`config.mk`:
```
export PLATFORM = sky130hd
export DESIGN_NAME = sd_spi_command_engine_core
export DESIGN_NICKNAME = d
export VERILOG_FILES = /design/src/rtl/sdsce_pkg.sv /design/src/rtl/sd_spi_command_engine_core.sv /design/src/rtl/sdsce_front.sv /design/src/rtl/sdsce_back.sv
export SDC_FILE = /design/constraint.sdc
export NUM_CORES = 1
export LEC_CHECK = 0
export ABC_AREA = 1
export ABC_CLOCK_PERIOD_IN_PS = 6400
export BUFFER_PORTS_ARGS = -buffer_cell sky130_fd_sc_hd__buf_4
export CORE_MARGIN = 1
export CORE_UTILIZATION = 63
export DETAILED_ROUTE_END_ITERATION = 16
export PLACE_DENSITY = 0.83
export SYNTH_ARGS = -nofsm -noshare
export SYNTH_HDL_FRONTEND = slang
export SYNTH_HIERARCHICAL = 1
export SYNTH_SLANG_ARGS = --single-unit
```
`constraint.sdc`:
```
create_clock -name i_clk -period 6.4 [get_ports i_clk]
set_input_delay 0.32 -clock i_clk [delete_from_list [all_inputs] [get_ports i_clk]]
set_output_delay 0.32 -clock i_clk [all_outputs]
set_load 0.005 [all_outputs]
```
`src/rtl/sdsce_pkg.sv`:
```
// Shared types, codes and helper functions for the SD card SPI command engine.
// Used by every module of the engine; depends on nothing else.
`default_nettype none

package sdsce_pkg;

    // Field widths
    localparam int unsigned LIMIT_W = 20;
    localparam int unsigned CMD_W   = 6;
    localparam int unsigned ARG_W   = 32;
    localparam int unsigned BYTE_W  = 8;
    localparam int unsigned EXTRA_W = 3;
    localparam int unsigned R1_W    = 7;
    localparam int unsigned REQ_W   = 2;
    localparam int unsigned STAT_W  = 2;
    localparam int unsigned PHASE_W = 3;
    localparam int unsigned BIDX_W  = 3;

    // Stream packing widths
    localparam int unsigned IN_TDATA_W  = 64;
    localparam int unsigned OUT_TDATA_W = 24;

    // Command queue between the front and the back
    localparam int unsigned Q_DEPTH = 4;
    localparam int unsigned Q_AW    = $clog2(Q_DEPTH);
    localparam int unsigned Q_CW    = $clog2(Q_DEPTH + 1);

    // Register reset values
    localparam logic [LIMIT_W-1:0] LIMIT_RESET = LIMIT_W'(100000);

    // Configuration register indexes
    localparam logic CFG_BUSY = 1'b0;
    localparam logic CFG_RESP = 1'b1;

    // Request types carried in the input tuser
    localparam logic [REQ_W-1:0] REQ_CMD  = 2'd0;
    localparam logic [REQ_W-1:0] REQ_RX   = 2'd1;
    localparam logic [REQ_W-1:0] REQ_REL  = 2'd2;
    localparam logic [REQ_W-1:0] REQ_NONE = 2'd3;

    // Result kinds carried in the output tuser
    localparam logic KIND_BYTE = 1'b0;
    localparam logic KIND_DONE = 1'b1;

    // Completion status codes
    localparam logic [STAT_W-1:0] ST_OK      = 2'd0;
    localparam logic [STAT_W-1:0] ST_BUSY_TO = 2'd1;
    localparam logic [STAT_W-1:0] ST_RESP_TO = 2'd2;

    // Sequencer phases
    localparam logic [PHASE_W-1:0] PH_IDLE  = 3'd0;
    localparam logic [PHASE_W-1:0] PH_BUSY  = 3'd1;
    localparam logic [PHASE_W-1:0] PH_RESP  = 3'd2;
    localparam logic [PHASE_W-1:0] PH_EXTRA = 3'd3;

    // Bus constants
    localparam logic [BYTE_W-1:0] BYTE_IDLE  = 8'hFF;
    localparam logic [BYTE_W-1:0] CMD_PREFIX = 8'h40;
    localparam logic [BYTE_W-1:0] CRC_POLY   = 8'h09;

    // One classified request as it sits in the queue
    typedef struct packed {
        logic [REQ_W-1:0]   op;
        logic [CMD_W-1:0]   cmd;
        logic [ARG_W-1:0]   arg;
        logic [BYTE_W-1:0]  crc;
        logic [EXTRA_W-1:0] extra;
        logic               rel;
        logic [BYTE_W-1:0]  rx;
    } t_item;

    // One result leaving the engine
    typedef struct packed {
        logic               kind;
        logic [BYTE_W-1:0]  tx;
        logic               expect_reply;
        logic               chip_select;
        logic [STAT_W-1:0]  status;
        logic [R1_W-1:0]    response;
        logic               last;
    } t_result;

    // Poll limits handed to the back end
    typedef struct packed {
        logic [LIMIT_W-1:0] busy_lim;
        logic [LIMIT_W-1:0] resp_lim;
    } t_cfg;

    // Advance the frame checksum over one byte, most significant bit first.
    function automatic logic [BYTE_W-1:0] crc7_byte(input logic [BYTE_W-1:0] crc_in,
                                                    input logic [BYTE_W-1:0] data);
        logic [BYTE_W-1:0] c;
        logic [BYTE_W-1:0] d;
        c = crc_in;
        d = data;
        for (int j = 0; j < BYTE_W; j++) begin
            c = {c[BYTE_W-2:0], 1'b0};
            if (d[BYTE_W-1] ^ c[BYTE_W-1]) begin
                c = c ^ CRC_POLY;
            end
            d = {d[BYTE_W-2:0], 1'b0};
        end
        return c;
    endfunction

endpackage

`default_nettype wire

```
`src/rtl/sd_spi_command_engine_core.sv`:
```
// SD card SPI command engine: every request yields between zero and seven byte
// transfers or completions on the output stream, one per clock unless the output
// stalls. The front end takes a request every cycle while its four-entry queue has
// room; the back end emits all results of a request before it takes the next, so
// the average is set by the output stream and each request's result count (a command
// frame has seven). The user must write the poll limits through the configuration
// channel only while the engine is idle; the block does not enforce this. A zero
// response limit behaves as one. Depends on sdsce_pkg, sdsce_front and sdsce_back.
`default_nettype none

module sd_spi_command_engine_core (
    input  wire logic                              i_clk,
    input  wire logic                              i_rst_n,
    // Configuration writes
    input  wire logic                              i_cfg_valid,
    output logic                                   o_cfg_ready,
    input  wire logic                              i_cfg_index,
    input  wire logic [sdsce_pkg::LIMIT_W-1:0]     i_cfg_data,
    // Requests
    input  wire logic                              s_axis_tvalid,
    output logic                                   s_axis_tready,
    // tdata: cmd_index, cmd_arg, crc_byte, extra_bytes, release_after, rx_byte, zero fill
    input  wire logic [sdsce_pkg::IN_TDATA_W-1:0]  s_axis_tdata,
    // tuser: req_type
    input  wire logic [sdsce_pkg::REQ_W-1:0]       s_axis_tuser,
    // Results
    output logic                                   m_axis_tvalid,
    input  wire logic                              m_axis_tready,
    // tdata: tx_byte, expect_reply, chip_select, status, response, zero fill
    output logic [sdsce_pkg::OUT_TDATA_W-1:0]      m_axis_tdata,
    // tuser: out_kind
    output logic                                   m_axis_tuser,
    output logic                                   m_axis_tlast
);
    import sdsce_pkg::*;

    logic [LIMIT_W-1:0] r_busy_lim;
    logic [LIMIT_W-1:0] r_resp_lim;
    t_cfg               w_cfg;
    logic               w_q_valid;
    t_item              w_q_item;
    logic               w_q_pop;
    t_result            w_res;

    // Configuration registers.
    assign o_cfg_ready = 1'b1;

    always_ff @(posedge i_clk) begin
        if (!i_rst_n) begin
            r_busy_lim <= LIMIT_RESET;
            r_resp_lim <= LIMIT_RESET;
        end else if (i_cfg_valid) begin
            unique case (i_cfg_index)
                CFG_BUSY: r_busy_lim <= i_cfg_data;
                CFG_RESP: r_resp_lim <= i_cfg_data;
            endcase
        end
    end

    assign w_cfg.busy_lim = r_busy_lim;
    assign w_cfg.resp_lim = r_resp_lim;

    sdsce_front u_front (
        .i_clk         (i_clk),
        .i_rst_n       (i_rst_n),
        .s_axis_tvalid (s_axis_tvalid),
        .s_axis_tready (s_axis_tready),
        .s_axis_tdata  (s_axis_tdata),
        .s_axis_tuser  (s_axis_tuser),
        .o_q_valid     (w_q_valid),
        .o_q_item      (w_q_item),
        .i_q_pop       (w_q_pop)
    );

    sdsce_back u_back (
        .i_clk       (i_clk),
        .i_rst_n     (i_rst_n),
        .i_cfg       (w_cfg),
        .i_q_valid   (w_q_valid),
        .i_q_item    (w_q_item),
        .o_q_pop     (w_q_pop),
        .o_res_valid (m_axis_tvalid),
        .o_res       (w_res),
        .i_res_ready (m_axis_tready)
    );

    // Pack the result onto the output stream.
    assign m_axis_tdata = {5'b00000, w_res.response, w_res.status, w_res.chip_select,
                           w_res.expect_reply, w_res.tx};
    assign m_axis_tuser = w_res.kind;
    assign m_axis_tlast = w_res.last;

    // A busy timeout leaves the card selected.
    a_busy_to_keeps_cs: assert property (@(posedge i_clk) disable iff (!i_rst_n)
        (m_axis_tvalid && (m_axis_tuser == KIND_DONE) && (m_axis_tdata[11:10] == ST_BUSY_TO))
        |-> !m_axis_tdata[9])
        else $error("busy timeout completion reports chip select released");

    // A response timeout always leaves the card deselected.
    a_resp_to_drops_cs: assert property (@(posedge i_clk) disable iff (!i_rst_n)
        (m_axis_tvalid && (m_axis_tuser == KIND_DONE) && (m_axis_tdata[11:10] == ST_RESP_TO))
        |-> m_axis_tdata[9])
        else $error("response timeout completion reports chip select asserted");

    // A busy limit write lands in the register on the next clock.
    a_cfg_busy_write: assert property (@(posedge i_clk) disable iff (!i_rst_n)
        (i_cfg_valid && o_cfg_ready && (i_cfg_index == CFG_BUSY))
        |=> (r_busy_lim == $past(i_cfg_data)))
        else $error("busy limit write was not taken");

endmodule

`default_nettype wire

```
`src/rtl/sdsce_front.sv`:
```
// Front end of the SD card SPI command engine: unpacks and classifies requests
// and holds them in a short queue for the back end. Depends on sdsce_pkg.
`default_nettype none

module sdsce_front (
    input  wire logic                           i_clk,
    input  wire logic                           i_rst_n,
    input  wire logic                           s_axis_tvalid,
    output logic                                s_axis_tready,
    // tdata: cmd_index, cmd_arg, crc_byte, extra_bytes, release_after, rx_byte, zero fill
    input  wire logic [sdsce_pkg::IN_TDATA_W-1:0] s_axis_tdata,
    // tuser: req_type
    input  wire logic [sdsce_pkg::REQ_W-1:0]    s_axis_tuser,
    output logic                                o_q_valid,
    output sdsce_pkg::t_item                    o_q_item,
    input  wire logic                           i_q_pop
);
    import sdsce_pkg::*;

    t_item              r_mem [Q_DEPTH];
    logic [Q_AW-1:0]    r_wr_ptr;
    logic [Q_AW-1:0]    r_rd_ptr;
    logic [Q_CW-1:0]    r_count;
    logic [Q_AW-1:0]    n_wr_ptr;
    logic [Q_AW-1:0]    n_rd_ptr;
    logic [Q_CW-1:0]    n_count;
    t_item              w_item;
    logic               w_push;
    logic               w_pop;

    // Unpack the transaction; unused request types are dropped here.
    always_comb begin
        w_item.op    = s_axis_tuser;
        w_item.cmd   = s_axis_tdata[5:0];
        w_item.arg   = s_axis_tdata[37:6];
        w_item.crc   = s_axis_tdata[45:38];
        w_item.extra = s_axis_tdata[48:46];
        w_item.rel   = s_axis_tdata[49];
        w_item.rx    = s_axis_tdata[57:50];
    end

    assign s_axis_tready = (r_count != Q_CW'(Q_DEPTH));
    assign w_push = s_axis_tvalid && s_axis_tready && (s_axis_tuser != REQ_NONE);
    assign o_q_valid = (r_count != '0);
    assign w_pop  = i_q_pop && o_q_valid;
    assign o_q_item = r_mem[r_rd_ptr];

    // Queue pointers and fill count.
    always_comb begin
        n_wr_ptr = r_wr_ptr;
        n_rd_ptr = r_rd_ptr;
        n_count  = r_count;
        if (w_push) begin
            n_wr_ptr = (r_wr_ptr == Q_AW'(Q_DEPTH - 1)) ? '0 : r_wr_ptr + 1'b1;
        end
        if (w_pop) begin
            n_rd_ptr = (r_rd_ptr == Q_AW'(Q_DEPTH - 1)) ? '0 : r_rd_ptr + 1'b1;
        end
        if (w_push && !w_pop) begin
            n_count = r_count + 1'b1;
        end else if (w_pop && !w_push) begin
            n_count = r_count - 1'b1;
        end
    end

    always_ff @(posedge i_clk) begin
        if (!i_rst_n) begin
            r_wr_ptr <= '0;
            r_rd_ptr <= '0;
            r_count  <= '0;
        end else begin
            r_wr_ptr <= n_wr_ptr;
            r_rd_ptr <= n_rd_ptr;
            r_count  <= n_count;
        end
    end

    // Queue storage.
    always_ff @(posedge i_clk) begin
        if (w_push) begin
            r_mem[r_wr_ptr] <= w_item;
        end
    end

endmodule

`default_nettype wire

```
`src/rtl/sdsce_back.sv`:
```
// Back end of the SD card SPI command engine: the command sequencer, the frame
// and checksum generator and the result register. Depends on sdsce_pkg.
`default_nettype none

module sdsce_back (
    input  wire logic               i_clk,
    input  wire logic               i_rst_n,
    input  wire sdsce_pkg::t_cfg    i_cfg,
    input  wire logic               i_q_valid,
    input  wire sdsce_pkg::t_item   i_q_item,
    output logic                    o_q_pop,
    output logic                    o_res_valid,
    output sdsce_pkg::t_result      o_res,
    input  wire logic               i_res_ready
);
    import sdsce_pkg::*;

    // Sequencer state
    logic [PHASE_W-1:0] r_phase,  n_phase;
    logic               r_cs,     n_cs;
    logic [LIMIT_W-1:0] r_poll,   n_poll;
    logic [CMD_W-1:0]   r_cmd,    n_cmd;
    logic [ARG_W-1:0]   r_arg,    n_arg;
    logic [BYTE_W-1:0]  r_crc,    n_crc;
    logic [EXTRA_W-1:0] r_extra,  n_extra;
    logic               r_rel,    n_rel;
    logic [R1_W-1:0]    r_r1,     n_r1;
    logic [BYTE_W-1:0]  r_acc,    n_acc;

    // Burst of follow-on results
    logic               r_b_act,    n_b_act;
    logic               r_b_frame,  n_b_frame;
    logic [BIDX_W-1:0]  r_b_idx,    n_b_idx;
    logic [STAT_W-1:0]  r_b_status, n_b_status;
    logic [R1_W-1:0]    r_b_resp,   n_b_resp;

    // Result register
    logic               r_ov,  n_ov;
    t_result            r_res, n_res;

    logic               w_free;
    logic               v_em;
    t_result            v_res;
    logic [LIMIT_W-1:0] w_resp_lim;
    logic [BYTE_W-1:0]  w_frame0;
    logic [BYTE_W-1:0]  v_byte;

    assign w_free     = !r_ov || i_res_ready;
    assign w_resp_lim = (i_cfg.resp_lim == '0) ? LIMIT_W'(1) : i_cfg.resp_lim;
    assign w_frame0   = CMD_PREFIX | {2'b00, r_cmd};

    assign o_res_valid = r_ov;
    assign o_res       = r_res;

    // Sequencer: either continue a burst or take the next queued request.
    always_comb begin
        n_phase    = r_phase;
        n_cs       = r_cs;
        n_poll     = r_poll;
        n_cmd      = r_cmd;
        n_arg      = r_arg;
        n_crc      = r_crc;
        n_extra    = r_extra;
        n_rel      = r_rel;
        n_r1       = r_r1;
        n_acc      = r_acc;
        n_b_act    = r_b_act;
        n_b_frame  = r_b_frame;
        n_b_idx    = r_b_idx;
        n_b_status = r_b_status;
        n_b_resp   = r_b_resp;
        o_q_pop    = 1'b0;
        v_em       = 1'b0;
        v_res      = '0;
        v_byte     = '0;

        if (r_b_act) begin
            if (w_free) begin
                v_em              = 1'b1;
                v_res.chip_select = !r_cs;
                n_b_idx           = r_b_idx + 1'b1;
                if (r_b_frame) begin
                    // Argument bytes, then checksum, then the first response poll.
                    unique case (r_b_idx)
                        3'd1:    v_byte = r_arg[31:24];
                        3'd2:    v_byte = r_arg[23:16];
                        3'd3:    v_byte = r_arg[15:8];
                        3'd4:    v_byte = r_arg[7:0];
                        3'd5:    v_byte = (r_crc != '0) ? r_crc : {r_acc[6:0], 1'b1};
                        default: v_byte = BYTE_IDLE;
                    endcase
                    v_res.tx = v_byte;
                    if (r_b_idx <= 3'd4) begin
                        n_acc = crc7_byte(r_acc, v_byte);
                    end
                    if (r_b_idx >= 3'd6) begin
                        v_res.expect_reply = 1'b1;
                        v_res.last         = 1'b1;
                        n_b_act            = 1'b0;
                    end
                end else begin
                    // Completion after the chip select release byte.
                    v_res.kind     = KIND_DONE;
                    v_res.status   = r_b_status;
                    v_res.response = r_b_resp;
                    v_res.last     = 1'b1;
                    n_b_act        = 1'b0;
                end
            end
        end else if (i_q_valid && w_free) begin
            o_q_pop = 1'b1;
            unique case (i_q_item.op)
                REQ_CMD: begin
                    n_cmd   = i_q_item.cmd;
                    n_arg   = i_q_item.arg;
                    n_crc   = i_q_item.crc;
                    n_extra = i_q_item.extra;
                    n_rel   = i_q_item.rel;
                    n_r1    = '0;
                    n_cs    = 1'b1;
                    n_poll  = '0;
                    n_phase = PH_BUSY;
                    v_em               = 1'b1;
                    v_res.tx           = BYTE_IDLE;
                    v_res.expect_reply = 1'b1;
                    v_res.last         = 1'b1;
                end
                REQ_RX: begin
                    unique case (r_phase)
                        PH_BUSY: begin
                            if (i_q_item.rx == BYTE_IDLE) begin
                                // Card ready: start the six-byte frame.
                                v_em      = 1'b1;
                                v_res.tx  = w_frame0;
                                n_acc     = crc7_byte('0, w_frame0);
                                n_b_act   = 1'b1;
                                n_b_frame = 1'b1;
                                n_b_idx   = 3'd1;
                                n_poll    = LIMIT_W'(1);
                                n_phase   = PH_RESP;
                            end else if (r_poll < i_cfg.busy_lim) begin
                                n_poll             = r_poll + 1'b1;
                                v_em               = 1'b1;
                                v_res.tx           = BYTE_IDLE;
                                v_res.expect_reply = 1'b1;
                                v_res.last         = 1'b1;
                            end else begin
                                v_em         = 1'b1;
                                v_res.kind   = KIND_DONE;
                                v_res.status = ST_BUSY_TO;
                                v_res.last   = 1'b1;
                                n_phase      = PH_IDLE;
                            end
                        end
                        PH_RESP: begin
                            if (!i_q_item.rx[7]) begin
                                n_r1 = i_q_item.rx[R1_W-1:0];
                                if (r_extra != '0) begin
                                    n_phase            = PH_EXTRA;
                                    v_em               = 1'b1;
                                    v_res.tx           = BYTE_IDLE;
                                    v_res.expect_reply = 1'b1;
                                    v_res.last         = 1'b1;
                                end else begin
                                    n_phase    = PH_IDLE;
                                    v_em       = 1'b1;
                                    n_b_status = ST_OK;
                                    n_b_resp   = i_q_item.rx[R1_W-1:0];
                                    if (r_rel && r_cs) begin
                                        n_cs      = 1'b0;
                                        v_res.tx  = BYTE_IDLE;
                                        n_b_act   = 1'b1;
                                        n_b_frame = 1'b0;
                                    end else begin
                                        v_res.kind     = KIND_DONE;
                                        v_res.response = i_q_item.rx[R1_W-1:0];
                                        v_res.last     = 1'b1;
                                    end
                                end
                            end else if (r_poll < w_resp_lim) begin
                                n_poll             = r_poll + 1'b1;
                                v_em               = 1'b1;
                                v_res.tx           = BYTE_IDLE;
                                v_res.expect_reply = 1'b1;
                                v_res.last         = 1'b1;
                            end else begin
                                // Response timeout: release the card, then report.
                                n_phase    = PH_IDLE;
                                v_em       = 1'b1;
                                n_b_status = ST_RESP_TO;
                                n_b_resp   = '0;
                                if (r_cs) begin
                                    n_cs      = 1'b0;
                                    v_res.tx  = BYTE_IDLE;
                                    n_b_act   = 1'b1;
                                    n_b_frame = 1'b0;
                                end else begin
                                    v_res.kind   = KIND_DONE;
                                    v_res.status = ST_RESP_TO;
                                    v_res.last   = 1'b1;
                                end
                            end
                        end
                        PH_EXTRA: begin
                            n_extra = r_extra - 1'b1;
                            v_em    = 1'b1;
                            if (n_extra != '0) begin
                                v_res.tx           = BYTE_IDLE;
                                v_res.expect_reply = 1'b1;
                                v_res.last         = 1'b1;
                            end else begin
                                n_phase    = PH_IDLE;
                                n_b_status = ST_OK;
                                n_b_resp   = r_r1;
                                if (r_rel && r_cs) begin
                                    n_cs      = 1'b0;
                                    v_res.tx  = BYTE_IDLE;
                                    n_b_act   = 1'b1;
                                    n_b_frame = 1'b0;
                                end else begin
                                    v_res.kind     = KIND_DONE;
                                    v_res.response = r_r1;
                                    v_res.last     = 1'b1;
                                end
                            end
                        end
                        default: begin
                            // A received byte while idle has no effect.
                        end
                    endcase
                end
                REQ_REL: begin
                    n_phase = PH_IDLE;
                    if (r_cs) begin
                        n_cs       = 1'b0;
                        v_em       = 1'b1;
                        v_res.tx   = BYTE_IDLE;
                        v_res.last = 1'b1;
                    end
                end
                default: begin
                    // Unused request types never reach the queue.
                end
            endcase
            v_res.chip_select = !n_cs;
        end

        // Result register: load on emit, otherwise drain when taken.
        n_ov  = r_ov;
        n_res = r_res;
        if (v_em) begin
            n_ov  = 1'b1;
            n_res = v_res;
        end else if (i_res_ready) begin
            n_ov = 1'b0;
        end
    end

    always_ff @(posedge i_clk) begin
        if (!i_rst_n) begin
            r_phase <= PH_IDLE;
            r_cs    <= 1'b0;
            r_poll  <= '0;
            r_extra <= '0;
            r_rel   <= 1'b0;
            r_r1    <= '0;
            r_b_act <= 1'b0;
            r_ov    <= 1'b0;
        end else begin
            r_phase <= n_phase;
            r_cs    <= n_cs;
            r_poll  <= n_poll;
            r_extra <= n_extra;
            r_rel   <= n_rel;
            r_r1    <= n_r1;
            r_b_act <= n_b_act;
            r_ov    <= n_ov;
        end
    end

    // Payload registers need no reset.
    always_ff @(posedge i_clk) begin
        r_cmd      <= n_cmd;
        r_arg      <= n_arg;
        r_crc      <= n_crc;
        r_acc      <= n_acc;
        r_b_frame  <= n_b_frame;
        r_b_idx    <= n_b_idx;
        r_b_status <= n_b_status;
        r_b_resp   <= n_b_resp;
        r_res      <= n_res;
    end

endmodule

`default_nettype wire

```
After elaboration in Yosys (flattened, before gate mapping)
Memories as Yosys holds them, arrays and structs flattened. A register that Yosys moved wholly into a read port is not among the register bits.
Cells that the tools add are included.
Word-level totals
  flip-flop bits (word level): 171
  RAM bits: 240
  output and inout bits: 29
  logic and storage cells: 373
  memories: 1
Memory list
  u_front.r_mem: depth 4, bits a word 60, rd ports 1, clocked after Yosys merged registers in 1, write ports 1, line sdsce_front.sv:20  | t_item r_mem [Q_DEPTH];
Cells by class
  add/sub/neg operators: 7
  $lt $le $gt $ge: 4
  eq/ne operators: 34
  muxes and demuxes: 226
  bitwise gates (word level): 31
  reduce and logical (&&, ||, !) cells: 42
Operators by type and width (count)
  $mux 7: 80
  $mux 20: 5
  $mux 8: 12
  $pmux 20 s2: 2
  $mux 21: 3
  $mux 4: 15
  $mux 1: 58
  $mux 3: 14
  $pmux 7 s2: 3
  $lt 20x20->1: 2
  $pmux 8 s5: 1
  $mux 9: 4
  $not 2->2: 15
  $pmux 10 s3: 1
  $reduce_and 7->1: 4
  $mux 2: 13
  $pmux 8 s3: 1
  $add 20x1->20 const B: 1
  $logic_not 20->1: 1
  $pmux 1 s3: 6
  $pmux 3 s3: 2
  $ne 2x2->1 const B: 8
  $reduce_bool 2->1: 8
  $ne 3x3->1 const B: 5
  34 further kinds: 80

Depth between registers and ports, before layout
  depth in word-level cells: 55
  mapped depth: 20
  depth with buffers taken out: 20

Hierarchy
Netlist, hierarchy kept.
Modules (own cells, without submodules)
  sdsce_front: times used 1, cells an instance 649, area each 9555.4 µm², sequential area each 7387.1 µm²
  sdsce_back: times used 1, cells an instance 896, area each 7500.9 µm², sequential area each 3303.2 µm²
  sd_spi_command_engine_core: times used 1, cells an instance 215, area each 1557.7 µm², sequential area each 800.8 µm²

Least setup slack after synthesis
No wires, ideal clock.
  path kind: register to register
  from: register (tool-made name)
  to: register u_back.r_extra[0]
  setup time: 0.074 ns
  arrival: 4.190 ns
  required time: 6.326 ns
  slack: 2.136 ns
  stages on the path, launching flop included: 15
  cell sequence: dfxtp_1 -> buf_6 -> inv_2 -> buf_8 -> buf_8 -> nor2_2 -> o22ai_2 -> inv_1 -> ha_1 -> inv_1 -> nor2_1 -> o21ai_0 -> inv_1 -> o21ai_0 -> a31oi_1
RTL lines
  end signal: assignment: line sdsce_back.sv:273  | r_extra <= n_extra;
  end: declaration: line sdsce_back.sv:25  | logic [EXTRA_W-1:0] r_extra, n_extra;

==> out/metrics.cfg <==
[status]
status=completed

[yosys]
yosysWarnings=6
synth_top_area_cell=edfxtp_1
synth.cell_area_um2=18600
ys_seq_elements=411
synth.distinct_cells=55
synth_compound_area_share_pct=11.9
seq_area_frac_synth_pct=61.7
yosysTopAreaCellShare_pct=52.6
synth-adder-area-share_pct=4.28
synthXorXnorAreaFrac_pct=1.46
synthCells=1760
synth-edff-count=326
yosys.area_share.simple_pct=14.9
synthMuxAreaShare_pct=0
async_flop_share_pct=0
yosys-top-cells-area=edfxtp_1 53%, dfxtp_1 9.1%, nand2_1 4.9%, nor2_1 4.8%, ha_1 4.2%
ys.flop_type=edfxtp_1
syn_area_per_cell_um2=10.6
synth_top_family_by_area=simple AND/OR/NAND/NOR gates

[clocking]
cts_sinks=411
clkTransAtPathRegs_ps=60
cts.repair.resized=0
clockBufferDepth=3
ctsHtreeMaxLevel=2
insertion_delay_ps=560
clockRootBuffer=clkbuf_16
cts_buffers=42
tritoncts=built

[pwr]
seq_power_share_pct=44.3
p_switching_uw=2530
p_leak_uw=0.00831
ir_drop_mv=0.316
p_int_uw=5510
sw_frac_of_total_pct=31.5
p_total_uw=8050
p_per_area_nw_per_um2=371
combPwrFrac_pct=23.7
p_clk_share_pct=32.1

[floorplanning]
die_w_um=174
rows=62
io_pins=121
core_um2=28900
initial_core_util_pct=64.5
die-area_um2=30200
chipHeight_um=174

[critical_path]
cp.arrival_ps=4650
required_ps=6560
endpoint_kind=flop
path_class=reg -> reg
path_max_fanout=59
startpoint_type=flop

[timing]
finalMaxSlewViolations=0
skew_ps=24.9
tns_ps=0
period_share_pct=70.1
worst_pin_slew_ps=1080
setup_violations=0
min_period_ps=4490
rsz0062_at_grt=false
slew-limit-headroom_pct=27.9
hold_viol=0
max_freq_mhz=223

[grt]
grt-ovfl-total=0
grt_pass1_vias=13400
grt.total_usage_pct=29.7
grt_pass1_wl_um=70700
grt_max_degree=101
antenna_found_initial=1

[cells_and_area]
drive_above_1_share_pct=13.0
nNetsFinal=2067
fill_cells=1858
synthToLayoutAreaGrowth_pct=16.7

[routing]
avgRoutedWirePerCell_um=19.2
via_per_inst=5.91
postRouteAntennaNets=0
num_vias=13800
drt-total-wl_um=44600
drt_first_pass_iters=6
drt_iter0_markers=1437
drc=0

[job]
drv_cap=0

[placement]
dp_hpwl_um=27200
gp_congestion=0.916
portBuffers=108

[hold_path]
holdCritPathClass=in -> reg

## state kept, by name, indices dropped and copies added, names as in the netlist, 6 cells and up, named ones only
name,cells
u_back/r_cmd,6
u_back/r_acc,7
u_back/r_r1,7
r_busy_lim,20
u_back/r_arg,32
u_back/o_res,21
u_back/r_poll,20
r_resp_lim,20
u_front/r_mem,240
u_back/r_b_resp,7
u_back/r_crc,8
## metal layers
layer	global-route usage, %	vias to the layer above	part of all wire (%)
met5	0	-	0
met4	10.9	0	3.1
li1	-	6469	-
met2	50.6	626	49
met3	4.46	109	6.8
met1	38.8	6562	41
## cell type report
class / instances / area, um2 / share of cell area [%]
clock buffers: 52 / 1120 / 5.16
clock inverters: 24 / 350 / 1.61
flip-flops and latches: 411 / 11500 / 52.9
repair buffers: 186 / 1560 / 7.18
well taps: 384 / 480 / 2.21
multi-input cells: 1113 / 6110 / 28.1
diodes: 2 / 5.00 / 0.0230
inverters: 158 / 596 / 2.74
## kinds of logic after synthesis
family                   Yosys count
other                              2
XOR/XNOR                          31
adder cells (fa/ha/maj)           63
AO/OA/AOI/OAI                    368
buffers and inverters            240
flip-flops                       411
AND/OR/NAND/NOR                  645
## per-stage QoR
step                hold WS, ps  worst slack [ps]  cells  instance area (um2)  util [%]
detailed placement          446              2040   2187                19600      67.9
floorplan                   419              2140   1764                18600         -
global route               7.68              1620   2329                21700      75.3
finish                     22.8              1910   2330                21700      75.3
global placement            440              2130   2187                19600      67.9
CTS                        6.89              1980   2328                21700      75.2
## power by group through the flow
stage | combinational, uW | clock [uW] | sequential, uW
floorplan | 1280 | 0 | 3550
global placement | 1760 | 0 | 3600
detailed placement | 1820 | 0 | 3610
CTS | 1870 | 2580 | 3560
global route | 2080 | 2710 | 3590
finish | 1900 | 2580 | 3560
## cells in the final DEF, fill, tap and decap left out, drive strengths merged, types with 2 or more instances in the layout
cell type    count
nor2           260
nor3b            2
conb             6
o22ai           67
o21bai           2
a31oi            4
nand4           29
edfxtp         326
clkbuf          52
nor3            10
a22o             6
nor4             5
a21oi           61
or2              2
nand3b           2
nand2          245
bufinv           7
o211ai           3
clkinvlp         2
nand3           89
o21ai          183
diode            2
inv            155
dfxtp           85
buf            121
xnor2           10
a211oi          27
xor2            21
ha              62
clkinv          18
dlygate4sd3     65
o31ai            2
a22oi            6
## timing repair
item	4_1_cts	5_1_grt
setup buffers	0	0
hold buffers	65	0
hold endpoints to repair	242	0
## synth_stat cells, drive strengths merged (2+ instances only)
cell type and n:
a211oi 27, a21oi 61, a22o 6, a22oi 6, a31oi 4, buf 38
clkbuf 44, clkinv 3, conb 2, dfxtp 85, edfxtp 326, ha 62
inv 155, nand2 245, nand3 89, nand3b 2, nand4 29, nor2 260
nor3 10, nor3b 2, nor4 5, o211ai 3, o21ai 183, o21bai 2
o22ai 67, o31ai 2, or2 2, xnor2 10, xor2 21
## critical path: stages (launching register included)
cell and delay (ps):
dfxtp_2 320, inv_1 60, buf_4 560, o21ai_0 260, o22ai_2 230, ha_1 690, inv_1 590, nor2_1 210
nor2_1 60, nor2_1 300, inv_1 130, nand2_1 670
## final timing paths
| path | slack [ps] | endpoint | startpoint | cells past startpoint |
|---|---|---|---|---|
| worst max-delay path | 1910 | u_back/o_res[6] | flop | 11 |
| worst min-delay path | 20 | u_front/r_mem[0][4] | s_axis_tdata[54] | 1 |
| worst max register to register | 1910 | u_back/o_res[6] | flop | 11 |
| worst min register to register | 460 | u_back/r_r1[1] | u_back/r_r1[1] | 2 |
Note: power is estimated with default switching activity, not from simulation.
